### src/hw/rtl/tpn_pkg.sv
// Shared types and constants for the tune pair to note decoder.
// Used by the front, queue, back and top-level modules; depends on nothing.
package tpn_pkg;

  typedef struct packed {
    logic       start_of_tune;
    logic [7:0] length_byte;
    logic [7:0] pitch_byte;
  } in_t;

  typedef struct packed {
    logic        is_note;
    logic [11:0] freq_hz;
    logic [15:0] timer_reload;
    logic [15:0] duty_value;
    logic [15:0] duration_ms;
  } out_t;

  // classified entry handed from front to back
  typedef struct packed {
    logic        is_note;
    logic [15:0] span;
    logic [16:0] divisor;
  } job_t;

  localparam logic [1:0] REG_VOLUME  = 2'd0;
  localparam logic [1:0] REG_CPU_MHZ = 2'd1;
  localparam logic [1:0] REG_PWM     = 2'd2;

  localparam logic [7:0]  VOLUME_RESET  = 8'd5;
  localparam logic [7:0]  CPU_MHZ_RESET = 8'd40;
  localparam logic [15:0] PWM_RESET     = 16'd2000;

  localparam logic [7:0]  EXTEND_LEN = 8'd255;
  localparam logic [7:0]  RUN_STEP   = 8'd254;
  localparam logic [7:0]  PITCH_MUL  = 8'd247;
  localparam logic [11:0] PITCH_BASE = 12'd4000;
  localparam logic [23:0] FREQ_NUM   = 24'd10000000;
  localparam logic [16:0] PER_NUM    = 17'd100000;
  localparam logic [16:0] CLK_SCALE  = 17'd100000;
  localparam logic [6:0]  DUR_DIV    = 7'd100;
  localparam logic [7:0]  VOL_MAX    = 8'd11;

endpackage

### src/hw/rtl/tpn_front.sv
// Front end: accepts tune entries, tracks the full-period run and classifies.
// Depends on tpn_pkg.
module tpn_front (
  input  logic          clk,
  input  logic          rst,
  input  logic          req_valid,
  output logic          req_stall,
  input  tpn_pkg::in_t  req,
  output logic          job_valid,
  input  logic          job_stall,
  output tpn_pkg::job_t job
);

  logic [7:0] run_count;
  logic [7:0] run_eff;
  logic       extend;
  logic       accept;

  assign run_eff   = req.start_of_tune ? 8'd0 : run_count;
  assign extend    = (req.length_byte == tpn_pkg::EXTEND_LEN);
  assign req_stall = job_stall;
  assign accept    = req_valid && !req_stall;
  assign job_valid = req_valid && !extend;

  assign job.is_note = (req.pitch_byte != 8'd0);
  assign job.span    = 16'({8'd0, run_eff} * {8'd0, tpn_pkg::RUN_STEP})
                       + {8'd0, req.length_byte};
  assign job.divisor = 17'({9'd0, req.pitch_byte} * {9'd0, tpn_pkg::PITCH_MUL})
                       + {5'd0, tpn_pkg::PITCH_BASE};

  always_ff @(posedge clk) begin
    if (rst) begin
      run_count <= 8'd0;
    end else if (accept) begin
      run_count <= extend ? run_eff + 8'd1 : 8'd0;
    end
  end

endmodule

### src/hw/rtl/tpn_queue.sv
// Short request queue between front and back.
// Depends on tpn_pkg.
module tpn_queue #(
  parameter int DEPTH = 2
) (
  input  logic          clk,
  input  logic          rst,
  input  logic          push_valid,
  output logic          push_stall,
  input  tpn_pkg::job_t push_data,
  output logic          pop_valid,
  input  logic          pop_stall,
  output tpn_pkg::job_t pop_data
);

  localparam int PW = $clog2(DEPTH);
  localparam int CW = $clog2(DEPTH + 1);

  tpn_pkg::job_t   slots [DEPTH];
  logic [PW-1:0]   wr_ptr;
  logic [PW-1:0]   rd_ptr;
  logic [CW-1:0]   count;
  logic            push;
  logic            pop;

  assign push_stall = (count == CW'(DEPTH));
  assign pop_valid  = (count != '0);
  assign push       = push_valid && !push_stall;
  assign pop        = pop_valid && !pop_stall;
  assign pop_data   = slots[rd_ptr];

  always_ff @(posedge clk) begin
    if (push) begin
      slots[wr_ptr] <= push_data;
    end
  end

  always_ff @(posedge clk) begin
    if (rst) begin
      wr_ptr <= '0;
      rd_ptr <= '0;
      count  <= '0;
    end else begin
      if (push) begin
        wr_ptr <= (wr_ptr == PW'(DEPTH - 1)) ? '0 : wr_ptr + PW'(1);
      end
      if (pop) begin
        rd_ptr <= (rd_ptr == PW'(DEPTH - 1)) ? '0 : rd_ptr + PW'(1);
      end
      case ({push, pop})
        2'b10:   count <= count + CW'(1);
        2'b01:   count <= count - CW'(1);
        default: count <= count;
      endcase
    end
  end

endmodule

### src/hw/rtl/tpn_back.sv
// Back end: runs the note arithmetic on a shared radix-4 restoring divider
// and holds the result register. Depends on tpn_pkg.
module tpn_back (
  input  logic          clk,
  input  logic          rst,
  input  logic          job_valid,
  output logic          job_stall,
  input  tpn_pkg::job_t job,
  input  logic [7:0]    volume,
  input  logic [7:0]    cpu_mhz,
  input  logic [15:0]   pwm_full_reload,
  output logic          rsp_valid,
  input  logic          rsp_stall,
  output tpn_pkg::out_t rsp
);

  typedef enum logic [1:0] {S_IDLE, S_LOAD, S_DIV, S_DONE} state_t;
  typedef enum logic [2:0] {OP_FREQ, OP_PER, OP_RELOAD, OP_DUTY, OP_DUR} op_t;

  state_t        state;
  op_t           op;
  tpn_pkg::job_t job_r;
  logic [3:0]    cnt;
  logic [17:0]   rem;
  logic [25:0]   dvd;
  logic [16:0]   dvsr;
  logic          note;
  logic [11:0]   freq;
  logic [9:0]    per;
  logic [15:0]   reload;
  logic [15:0]   duty;
  logic [15:0]   dur;

  logic [17:0] rem_a, rem_b, r1, r2;
  logic [25:0] d1, d2;
  logic        ge_a, ge_b;
  logic [4:0]  vol2;

  assign job_stall = (state != S_IDLE);
  assign vol2 = (volume > tpn_pkg::VOL_MAX) ? {tpn_pkg::VOL_MAX[3:0], 1'b0}
                                            : {volume[3:0], 1'b0};

  always_comb begin
    rem_a = {rem[16:0], dvd[25]};
    ge_a  = (rem_a >= {1'b0, dvsr});
    r1    = ge_a ? rem_a - {1'b0, dvsr} : rem_a;
    d1    = {dvd[24:0], ge_a};
    rem_b = {r1[16:0], d1[25]};
    ge_b  = (rem_b >= {1'b0, dvsr});
    r2    = ge_b ? rem_b - {1'b0, dvsr} : rem_b;
    d2    = {d1[24:0], ge_b};
  end

  always_ff @(posedge clk) begin
    if (rst) begin
      state     <= S_IDLE;
      op        <= OP_FREQ;
      rsp_valid <= 1'b0;
    end else begin
      if (rsp_valid && !rsp_stall && state != S_DONE) begin
        rsp_valid <= 1'b0;
      end
      case (state)
        S_IDLE: begin
          if (job_valid) begin
            job_r <= job;
            note  <= job.is_note;
            op    <= OP_FREQ;
            if (job.is_note) begin
              state <= S_LOAD;
            end else begin
              freq   <= 12'd0;
              reload <= 16'd0;
              duty   <= 16'd0;
              dur    <= job.span;
              state  <= S_DONE;
            end
          end
        end
        S_LOAD: begin
          rem <= 18'd0;
          case (op)
            OP_FREQ: begin
              dvd   <= {tpn_pkg::FREQ_NUM, 2'b00};
              dvsr  <= job_r.divisor;
              cnt   <= 4'd12;
              state <= S_DIV;
            end
            OP_PER: begin
              dvd   <= {1'b0, tpn_pkg::PER_NUM, 8'd0};
              dvsr  <= {5'd0, freq};
              cnt   <= 4'd9;
              state <= S_DIV;
            end
            OP_RELOAD: begin
              dvd   <= 26'({18'd0, cpu_mhz} * {9'd0, tpn_pkg::CLK_SCALE});
              dvsr  <= {5'd0, freq};
              cnt   <= 4'd13;
              state <= S_DIV;
            end
            OP_DUTY: begin
              if (pwm_full_reload == 16'd0) begin
                duty <= 16'hFFFF;
                op   <= OP_DUR;
              end else begin
                dvd   <= {22'({17'd0, vol2} * {6'd0, reload}), 4'd0};
                dvsr  <= {1'b0, pwm_full_reload};
                cnt   <= 4'd11;
                state <= S_DIV;
              end
            end
            OP_DUR: begin
              dvd   <= 26'({10'd0, job_r.span} * {16'd0, per});
              dvsr  <= {10'd0, tpn_pkg::DUR_DIV};
              cnt   <= 4'd13;
              state <= S_DIV;
            end
            default: begin
              state <= S_IDLE;
            end
          endcase
        end
        S_DIV: begin
          rem <= r2;
          dvd <= d2;
          cnt <= cnt - 4'd1;
          if (cnt == 4'd1) begin
            case (op)
              OP_FREQ: begin
                freq  <= d2[11:0];
                op    <= OP_PER;
                state <= S_LOAD;
              end
              OP_PER: begin
                per   <= d2[9:0];
                op    <= OP_RELOAD;
                state <= S_LOAD;
              end
              OP_RELOAD: begin
                reload <= d2[15:0];
                op     <= OP_DUTY;
                state  <= S_LOAD;
              end
              OP_DUTY: begin
                duty  <= d2[15:0];
                op    <= OP_DUR;
                state <= S_LOAD;
              end
              default: begin
                dur   <= d2[15:0];
                state <= S_DONE;
              end
            endcase
          end
        end
        S_DONE: begin
          if (!rsp_valid || !rsp_stall) begin
            rsp.is_note      <= note;
            rsp.freq_hz      <= freq;
            rsp.timer_reload <= reload;
            rsp.duty_value   <= duty;
            rsp.duration_ms  <= dur;
            rsp_valid        <= 1'b1;
            state            <= S_IDLE;
          end
        end
        default: begin
          state <= S_IDLE;
        end
      endcase
    end
  end

`ifndef SYNTHESIS
  a_div_count: assert property (@(posedge clk) disable iff (rst)
    state == S_DIV |-> cnt != 4'd0)
    else $error("divider running with zero step count");
  a_div_rem: assert property (@(posedge clk) disable iff (rst)
    state == S_DIV |-> dvsr != 17'd0 && rem < {1'b0, dvsr})
    else $error("divider remainder out of range");
  a_rest_zero: assert property (@(posedge clk) disable iff (rst)
    rsp_valid && !rsp.is_note |-> rsp.freq_hz == 12'd0 &&
      rsp.timer_reload == 16'd0 && rsp.duty_value == 16'd0)
    else $error("rest result carries note fields");
  a_note_freq: assert property (@(posedge clk) disable iff (rst)
    rsp_valid && rsp.is_note |-> rsp.freq_hz >= 12'd149 && rsp.freq_hz <= 12'd2500)
    else $error("note frequency out of range");
`endif

endmodule

### src/hw/rtl/tune_pair_to_note_decoder.sv
// Top level of the tune pair to note decoder: configuration registers,
// front end, request queue and back end. Depends on tpn_pkg and tpn_* modules.
//
// Each request is one tune entry (length byte, pitch byte). The front end takes
// an entry when the queue is not full; a length of 255 only extends the
// full-period run and gives no result. Other entries go through a small queue to
// the back end, which produces one result per entry. A rest's result passes
// from the queue through the back end's done state into the output register. A
// note passes from the queue through five divisions (12, 9, 13, 11 and 13 steps,
// each after a load state) on one shared divider retiring two quotient bits per
// cycle, then through the done state into the output register. The back end takes
// no new entry until its result is in the output register. A pwm_full_reload of
// 0 skips the duty division. Up to QUEUE_DEPTH classified entries wait while the
// back end is busy, and a finished result waits in the output register.
// Configuration writes take effect at once and must be made while idle.
module tune_pair_to_note_decoder #(
  parameter int QUEUE_DEPTH = 2
) (
  input  logic          clk,
  input  logic          rst,
  input  logic          req_valid,
  output logic          req_stall,
  input  tpn_pkg::in_t  req,
  output logic          rsp_valid,
  input  logic          rsp_stall,
  output tpn_pkg::out_t rsp,
  input  logic          cfg_we,
  input  logic [1:0]    cfg_index,
  input  logic [15:0]   cfg_data
);

  logic [7:0]    volume;
  logic [7:0]    cpu_mhz;
  logic [15:0]   pwm_full_reload;

  logic          f_valid;
  logic          f_stall;
  tpn_pkg::job_t f_job;
  logic          b_valid;
  logic          b_stall;
  tpn_pkg::job_t b_job;

  always_ff @(posedge clk) begin
    if (rst) begin
      volume          <= tpn_pkg::VOLUME_RESET;
      cpu_mhz         <= tpn_pkg::CPU_MHZ_RESET;
      pwm_full_reload <= tpn_pkg::PWM_RESET;
    end else if (cfg_we) begin
      case (cfg_index)
        tpn_pkg::REG_VOLUME:  volume          <= cfg_data[7:0];
        tpn_pkg::REG_CPU_MHZ: cpu_mhz         <= cfg_data[7:0];
        tpn_pkg::REG_PWM:     pwm_full_reload <= cfg_data;
        default: begin
        end
      endcase
    end
  end

  tpn_front u_front (
    .clk       (clk),
    .rst       (rst),
    .req_valid (req_valid),
    .req_stall (req_stall),
    .req       (req),
    .job_valid (f_valid),
    .job_stall (f_stall),
    .job       (f_job)
  );

  tpn_queue #(
    .DEPTH (QUEUE_DEPTH)
  ) u_queue (
    .clk        (clk),
    .rst        (rst),
    .push_valid (f_valid),
    .push_stall (f_stall),
    .push_data  (f_job),
    .pop_valid  (b_valid),
    .pop_stall  (b_stall),
    .pop_data   (b_job)
  );

  tpn_back u_back (
    .clk             (clk),
    .rst             (rst),
    .job_valid       (b_valid),
    .job_stall       (b_stall),
    .job             (b_job),
    .volume          (volume),
    .cpu_mhz         (cpu_mhz),
    .pwm_full_reload (pwm_full_reload),
    .rsp_valid       (rsp_valid),
    .rsp_stall       (rsp_stall),
    .rsp             (rsp)
  );

endmodule
### config.mk
export PLATFORM = sky130hd
export DESIGN_NAME = tune_pair_to_note_decoder
export DESIGN_NICKNAME = d
export VERILOG_FILES = /design/src/hw/rtl/tpn_pkg.sv /design/src/hw/rtl/tpn_front.sv /design/src/hw/rtl/tpn_queue.sv /design/src/hw/rtl/tpn_back.sv /design/src/hw/rtl/tune_pair_to_note_decoder.sv
export SDC_FILE = /design/constraint.sdc
export NUM_CORES = 1
export LEC_CHECK = 0
export BUFFER_PORTS_ARGS = -buffer_cell sky130_fd_sc_hd__buf_2
export CORE_ASPECT_RATIO = 0.6
export CORE_UTILIZATION = 50
export DETAILED_ROUTE_END_ITERATION = 6
export PLACE_DENSITY = 0.69
export SLEW_MARGIN = 20
export SYNTH_ARGS = -nofsm -noshare
export SYNTH_HDL_FRONTEND = slang
export SYNTH_SLANG_ARGS = --single-unit
### constraint.sdc
create_clock -name clk -period 17.96 [get_ports clk]
set_clock_uncertainty 0.2 [all_clocks]
set_input_delay 2.694 -clock clk [delete_from_list [all_inputs] [get_ports clk]]
set_output_delay 2.694 -clock clk [all_outputs]
set_load 0.005 [all_outputs]
# After elaboration in Yosys (flattened, before gate mapping)
# Memory sizes are Yosys's and may differ from the RTL's. A register that Yosys moved wholly into a read port is not among the register bits.
# Index checks and enable logic that the tools add are counted.
# word_totals
ff_bits,279
mem_bits_rw,68
input_bits,40
output_inout_bits,63
n_memories,1
# op_classes
add_sub_neg,10
multipliers,5
n_lt_le_gt_ge,3
eq_ne,30
n_mux,58
n_bitwise,1
reduce_logical,44
# memory_table
memory,words,word_bits,read_ports,rd_ports_with_merged_regs,write_ports,line,source
u_queue.slots,2,34,1,1,1,tpn_queue.sv:19,tpn_pkg::job_t slots [DEPTH];
# op_table
op,n
$mux W16,12
$pmux W26 S5,1
$pmux W17 S4,1
$pmux W16 S2,2
$pmux W26 S2,1
$mux W17,3
$mux W12,4
$pmux W16 S3,1
$ge A18 B17 Y1,2
$pmux W17 S2,1
$sub A17 B17 Y17,2
$mul A16 B10 Y26,1
$mux W26,1
$pmux W12 S2,1
$reduce_and A6 Y1,4
$mul A5 B16 Y21,1
$mul A8 B12 Y20 const B,1
$reduce_and A4 Y1,5
$add A16 B12 Y17 const B,1
$add A16 B8 Y16,1
$logic_not A16 Y1,1
$mul A8 B8 Y16 const B,1
$mux W8,2
$pmux W4 S4,1
45 further kinds,100

# Logic depth before layout (Yosys ltp)
# Gate-level depths: netlist of the first run.
# depth
ltp_word,6
mapped_depth,24

# Cells and area by module
# A second synthesis of the first run with hierarchy kept.
# unflattened
hier_cells,2642
area_unflattened_um2,28035.6
# modules_own_cells
mod,n_inst,cells_each,area_each_um2
tpn_back,1,1908,19954.1
tpn_front,1,466,4046.4
tpn_queue,1,134,2673.8
tune_pair_to_note_decoder,1,134,1361.3

# Worst setup path before layout of the first run
# No wires, ideal clock.
# synth_path
path_kind,input-to-reg
start,input port rst
end,register u_back.rsp[0] (netlist name)
setup_ns,0.571
arrival_time_ns,7.398
required_time_ns,17.189
slack_ns,9.790
path_stages,2
path_buffers,1
path_cell_list,clkbuf_1 -> a211oi_1
# synth_between
elab_chain_cells,2
# synth_rtl
item,line,source
from (decl),tune_pair_to_note_decoder.sv:20,"input logic rst,"
$not A1 Y1 (no line),--,
$reduce_and A3 Y1 (no line),--,
# No other way between the ends.
# A chain may end at the register's enable or synchronous reset.

==> results of run 1 <==
per-stage QoR:
stage | total power, mW | setup slack, ns
2_1_floorplan | 3.50 | 9.79
3_3_place_gp | 4.22 | 9.52
3_5_place_dp | 4.29 | 9.43
4_1_cts | 5.11 | 9.98
5_1_grt | 5.53 | 9.50
6_report | 5.14 | 10.0
worst register-to-register path: cells and delay by family, from the launching register on:
| family | cells | cell delay (ns) |
|---|---|---|
| compound gates | 7 | 1.86 |
| fa+ha+maj | 6 | 2.95 |
| buf+inv | 2 | 0.10 |
| flops | 1 | 0.87 |
| simple gates | 2 | 0.36 |
path summary, 6_finish.rpt:
check | startpoint | to | cells after the start
setup / recovery | req[16] | u_queue.slots[0][32]$_DFFE_PP_ | 18
hold / removal | u_back.dur[1]$_DFFE_PP_ | u_back.rsp[1]$_DFFE_PP_ | 0
setup reg to reg | u_back.per[8]$_DFFE_PP_ | u_back.dvd[24]$_DFFE_PP_ | 17
hold reg to reg | u_back.dur[1]$_DFFE_PP_ | u_back.rsp[1]$_DFFE_PP_ | 0
cells in the mapped netlist, types with 29 or more instances:
cell type and instances:
a21o_1 41, a21oi_1 111, and2_1 143, clkbuf_1 72
dfxtp_1 51, edfxtp_1 297, fa_1 204, ha_1 287
inv_1 324, mux2_2 51, mux2i_1 41, nand2_1 231
nand3_1 32, nor2_1 153, nor3_1 29, o21ai_0 69
xnor2_1 59, xor2_1 52
sequential cells by signal, indices dropped and copies added (netlist names), 17 cells and up, named ones only:
register	flops
u_back.rem	17
u_back.rsp	61
u_queue.slots	68
u_back.job_r	33
u_back.dvd	26
u_back.dvsr	17
cell families (layout without fill, tap and decap cells):
group | count (synthesis) | in the layout | share of synthesized area (%)
AO/OA/AOI/OAI | 395 | 395 | 9.74
XOR/XNOR | 111 | 111 | 3.57
AND/OR/NAND/NOR | 706 | 706 | 12.6
flip-flops | 348 | 348 | 36.5
adder cells (fa/ha/maj) | 491 | 491 | 28.2
buffers and inverters | 408 | 507 | 5.77
multiplexers | 92 | 92 | 3.62
power breakdown:
group	switching [mW]	internal (mW)
Sequential	0.0826	1.10
Clock	0.349	0.438
Combinational	1.92	1.25
cell type report:
| type | instances | area (µm²) |
|---|---|---|
| clock buffer | 44 | 973 |
| inverter | 327 | 1230 |
| timing repair buffer | 116 | 616 |
| fill | 4553 | 23500 |
| sequential | 348 | 9940 |
| clock inverter | 20 | 245 |
| tap | 703 | 880 |
| multi-input combinational | 1795 | 15800 |
metal layers:
layer  vias to the layer above  track usage (%)  routed length [µm]
li1                       8856                -                   -
met1                      9472             38.2               32100
met2                       723             38.0               29500
met3                        76             6.14                6740
met4                         0             4.98                1260
met5                         -                0                   0
==> results by group, run 1 <==
Worst setup path
  – Cell family with most CP delay: adder cells
  – R2r setup slk: 11.34 ns
  – Crit. End Element: flop
  – Kind of start point of the critical path: input pin
  – Worst EP arrival: 8.05 ns
  – Slowest-stage cell, CP: fa_1
  – Top cell by count, worst path: fa_1
  – Worst-path fanout max: 11
  – CP Cell Sequence: buf_2 -> nand2b_1 -> inv_1 -> fa_1 -> inv_1 -> fa_1 -> fa_1 -> inv_1 -> fa_1 -> ha_1 -> o21a_1 -> a2111oi_0 -> o311ai_1 -> a21o_1 -> a21oi_1 -> xor2_1 -> nor4b_1 -> xnor2_1
  – Max incr delay on CP: 0.63 ns
  – CP required: 18.05 ns
  – Buf/Inv on CP: 4
  – CP Class: input pin to flop

Detailed routing
  – DR DRC count: 0
  – First drt pass iteration count: 6
  – Vias: 19100
  – Number of routed nets with antenna violations: 0
  – 1st-iter DRT viols: 1815
  – Final WL: 69600 µm
  – Drt via density: 5.70
  – Wirelength per Cell: 20.7 µm

Power
  – P per Cell Area: 173 nW/µm²
  – Leak pwr: 13.3 nW
  – Peak VDD IR: 0.000227 V

Logic synthesis
  – Area contributors post-synth: edfxtp_1 (33%), fa_1 (15%), ha_1 (13%)
  – EDFF count, synth: 297
  – Seq/Total Area, Yosys: 36.5%
  – FF+latch count, synth: 348
  – Synth Flop Type: edfxtp_1
  – Mapped Avg Cell Area: 10.7 µm²
  – Mapped Cells: 2551
  – Post-synth ARST share: 0%
  – Post-Syn Area: 27200 µm²
  – Syn Nets: 3082
  – Yosys top cell by area: edfxtp_1
  – Warnings from Yosys: 0
  – Share of the synthesized area in the top cell type: 32.7%
  – Yosys cell types: 92

Clock network
  – Clk sinks: 348
  – Clock root cell: clkbuf_16
  – Count of cells resized by post-cts repair: 0
  – Setup Fix Bufs, Post-CTS: 0
  – Clock-pin slew on the worst setup and hold paths: 0.06 ns
  – CTS Hold Bufs: 0
  – TritonCTS buffer count: 36
  – CTS max path bufs: 3
  – H-tree depth: 2
  – Clock latency on the worst-skew pair: 0.56 ns
  – CTS tree: yes

Final layout
  – Final core occ: 55.8%
  – Final std cells w/o fill: 3353
  – Proportion of layout cells with a drive suffix above 1: 10.1%
  – Most frequent cells in the layout: inv_1 (324), edfxtp_1 (297), ha_1 (286)
  – # nets final: 3155
  – Commonest non-fill, non-tap cell in the layout: inv_1
  – Fin area: 29700 µm²
  – Area Overhead vs Synth: 9.04%
  – ANT cells: 0

Global routing
  – Remaining Overflow, GRT: 0
  – Largest net degree at the start of global routing: 62
  – Total global-route track usage: 25.6%
  – Initial antenna violation count: 2
  – Number of global-route vias before repair: 19300
  – First-pass GRT wire length: 109000 µm

Place
  – Detailed Place HPWL: 54400 µm
  – Dpl cell area: 28500 µm²
  – Placed insts: 3289
  – Port Buffer Count: 102
  – Gpl congestion: 0.946

Floorplanning
  – Die Ht: 183 µm
  – Die Wd: 303 µm
  – Die Footprint: 55400 µm²
  – Standard-cell rows: 65
  – Initial core utilization: 51.2%
  – Total core area: 53200 µm²
  – Top-Level Pins: 103

STA
  – Final worst path period need: 7.96 ns
  – Final Hold Fails: 0
  – Setup violations, final: 0
  – RSZ-0062 raised after global routing: false
  – Hold WS: 0.208 ns
  – Fin Setup TNS: 0 ns
  – Fmax: 126 MHz
  – Pins Over Slew Limit: 0
  – Fin crit share: 44.3%
  – Headroom to the max-slew limit: 25.9%
  – Worst-margin pin slew: 1.08 ns

Outcome
  – Status: finished clean

Flow run
  – Max-cap violations: 0

Min path
  – HP Class: flop to flop
Note: power is estimated with default switching activity, not from simulation.
==> run 2: changes to the inputs <==
- PLACE_DENSITY: 0.69 -> 0.71
- clock period: 17.96 -> 6.55 ns (I/O delays scaled with it)
==> run 2 against run 1 <==
Compared with the run above:
- non-clock buffer count grew 46
- clock-buffer cell count shrank 4
- global-route usage is essentially flat
- combinational power grew to 2.8 times the previous value
- critical path depth grew 2
- critical path type is now flop to flop
- cell count grew 1.6%
- critical endpoint is now u_back.dvd[21]$_DFFE_PP_
==> results by group, run 2 (same netlist as run 1, synthesis figures left out) <==
Final layout
  – Proportion of layout cells with a drive suffix above 1: 11.7%
  – Commonest non-fill, non-tap cell in the layout: inv_1
  – Largest register by flop count: u_queue.slots
  – Largest regs: u_queue.slots: 68 flops, u_back.rsp: 61 flops, u_back.job_r: 33 flops
  – Max reg flops: 68
  – Most frequent cells in the layout: inv_1 (324), edfxtp_1 (297), ha_1 (286)
  – # nets final: 3202
  – Final core occ: 56.6%
  – Area Overhead vs Synth: 10.5%

STA
  – Fin crit share: 96.5%
  – Fmax: 158 MHz
  – Pins Over Slew Limit: 0
  – Headroom to the max-slew limit: 32.1%
  – Setup violations, final: 0
  – Fin Setup TNS: 0 ns
  – RSZ-0062 raised after global routing: false
  – Final Hold Fails: 0
  – Worst-margin pin slew: 1.02 ns
  – Final worst path period need: 6.32 ns

Floorplanning
  – Die Wd: 303 µm
  – Standard-cell rows: 65
  – Die Footprint: 55400 µm²
  – Die Ht: 183 µm
  – Top-Level Pins: 103
  – Total core area: 53200 µm²
  – Initial core utilization: 51.2%

Worst setup path
  – RR Endpoint: u_back.dvd[21]$_DFFE_PP_
  – RR Startpoint: u_back.job_r[27]$_DFFE_PP_
  – Crit path capture: u_back.dvd[21]$_DFFE_PP_
  – Worst-path fanout max: 7
  – R2r setup slk: 0.23 ns
  – Worst setup startpoint: u_back.job_r[27]$_DFFE_PP_
  – Worst EP arrival: 6.41 ns
  – R2R cell count: 20
  – CP Class: flop to flop
  – Crit. End Element: flop
  – CP required: 6.64 ns
  – Kind of start point of the critical path: flop

Clock network
  – TritonCTS buffer count: 37
  – Clock latency on the worst-skew pair: 0.57 ns
  – H-tree depth: 2
  – Clk sinks: 348
  – CTS tree: yes
  – Clock root cell: clkbuf_16
  – Clock-pin slew on the worst setup and hold paths: 0.07 ns
  – CTS max path bufs: 3

Detailed routing
  – Wirelength per Cell: 20.4 µm
  – 1st-iter DRT viols: 1782
  – Number of routed nets with antenna violations: 0
  – DR DRC count: 0
  – Vias: 19300
  – Drt via density: 5.68
  – Final WL: 69600 µm
  – First drt pass iteration count: 6

Min path
  – HP Class: flop to flop

Power
  – Peak VDD IR: 0.000584 V
  – Leak pwr: 13.5 nW
  – P per Cell Area: 470 nW/µm²

Global routing
  – Number of global-route vias before repair: 19500
  – Total global-route track usage: 25.6%
  – Remaining Overflow, GRT: 0
  – First-pass GRT wire length: 109000 µm
  – Initial antenna violation count: 2
  – Largest net degree at the start of global routing: 62

Place
  – Detailed Place HPWL: 54500 µm
  – Port Buffer Count: 102
  – Gpl congestion: 0.937

Outcome
  – Status: finished clean

Flow run
  – Max-cap violations: 0
-- run 2: per-stage QoR --
step | hold slack (ns) | worst slack (ns) | std cells | instance area (µm²) | power, mW
final | 0.192 | 0.231 | 3406 | 30100 | 14.2
after global routing | 0.216 | 0.0106 | 3400 | 30100 | 15.2
after CTS | 0.201 | 0.171 | 3378 | 29800 | 13.9
after detailed placement | 0.205 | 0.120 | 3313 | 28600 | 11.7
after global placement | 0.205 | 0.161 | 3313 | 28600 | 11.5
after floorplan | 0.200 | 0.0920 | 2551 | 27200 | 9.61
-- run 2: repair_timing --
| item | 4_1_cts | 5_1_grt |
|---|---|---|
| endpoints found under the setup margin | 0 | 23 |
| hold buffers | 0 | 0 |
| gates resized for setup | 0 | 2 |
| buffers inserted | 0 | 21 |
-- run 2: final cells by class --
| class | count | area [µm²] |
|---|---|---|
| clock inverter | 25 | 234 |
| multi-input combinational | 1795 | 15800 |
| antenna | 6 | 15.0 |
| fill | 4457 | 23100 |
| tap | 703 | 880 |
| inverter | 327 | 1230 |
| sequential | 348 | 9940 |
| clock buffer | 40 | 958 |
| timing repair buffer | 162 | 1040 |
-- run 2: routing by layer --
layer / up-vias / global-route usage [%] / wire [µm] / part of all wire [%]
met2: 809 / 36.7 / 28700 / 41
met4: 2 / 6.42 / 1750 / 2.5
met5: - / 0 / 11 / 0.016
met3: 117 / 8.51 / 7750 / 11
met1: 9449 / 37.1 / 31400 / 45
li1: 8971 / - / - / -
-- run 2: where the power goes --
group | switching, mW | total (mW) | leakage (nW) | internal (mW)
Clock | 0.956 | 2.15 | 0.581 | 1.19
Sequential | 0.206 | 3.21 | 3.13 | 3.01
Combinational | 5.22 | 8.79 | 9.81 | 3.57
-- run 2: how the worst min path moves through the flow --
stage | from | endpoint | slack, ns | cells past startpoint
floorplan | u_back.dur[0]$_DFFE_PP_ | u_back.rsp[0]$_DFFE_PP_ | 0.20 | 0
global placement | u_back.dur[11]$_DFFE_PP_ | u_back.rsp[11]$_DFFE_PP_ | 0.21 | 0
detailed placement | u_back.dur[1]$_DFFE_PP_ | u_back.rsp[1]$_DFFE_PP_ | 0.20 | 0
CTS | u_back.duty[14]$_DFFE_PP_ | u_back.rsp[30]$_DFFE_PP_ | 0.20 | 0
global route | u_back.duty[14]$_DFFE_PP_ | u_back.rsp[30]$_DFFE_PP_ | 0.22 | 0
finish | u_back.duty[14]$_DFFE_PP_ | u_back.rsp[30]$_DFFE_PP_ | 0.19 | 0
-- run 2: worst max-delay path, stage by stage (launching register included) --
cell	delay, ns
edfxtp_1	0.59
buf_4	0.24
nand2_1	0.08
fa_1	0.54
inv_1	0.05
fa_1	0.52
fa_1	0.46
fa_1	0.56
inv_1	0.07
fa_1	0.52
inv_1	0.04
ha_1	0.38
and4_1	0.27
o311ai_0	0.16
buf_4	0.18
a21oi_1	0.23
o22ai_1	0.20
xnor2_1	0.18
a221oi_1	0.24
o21ai_0	0.19
o21a_1	0.14
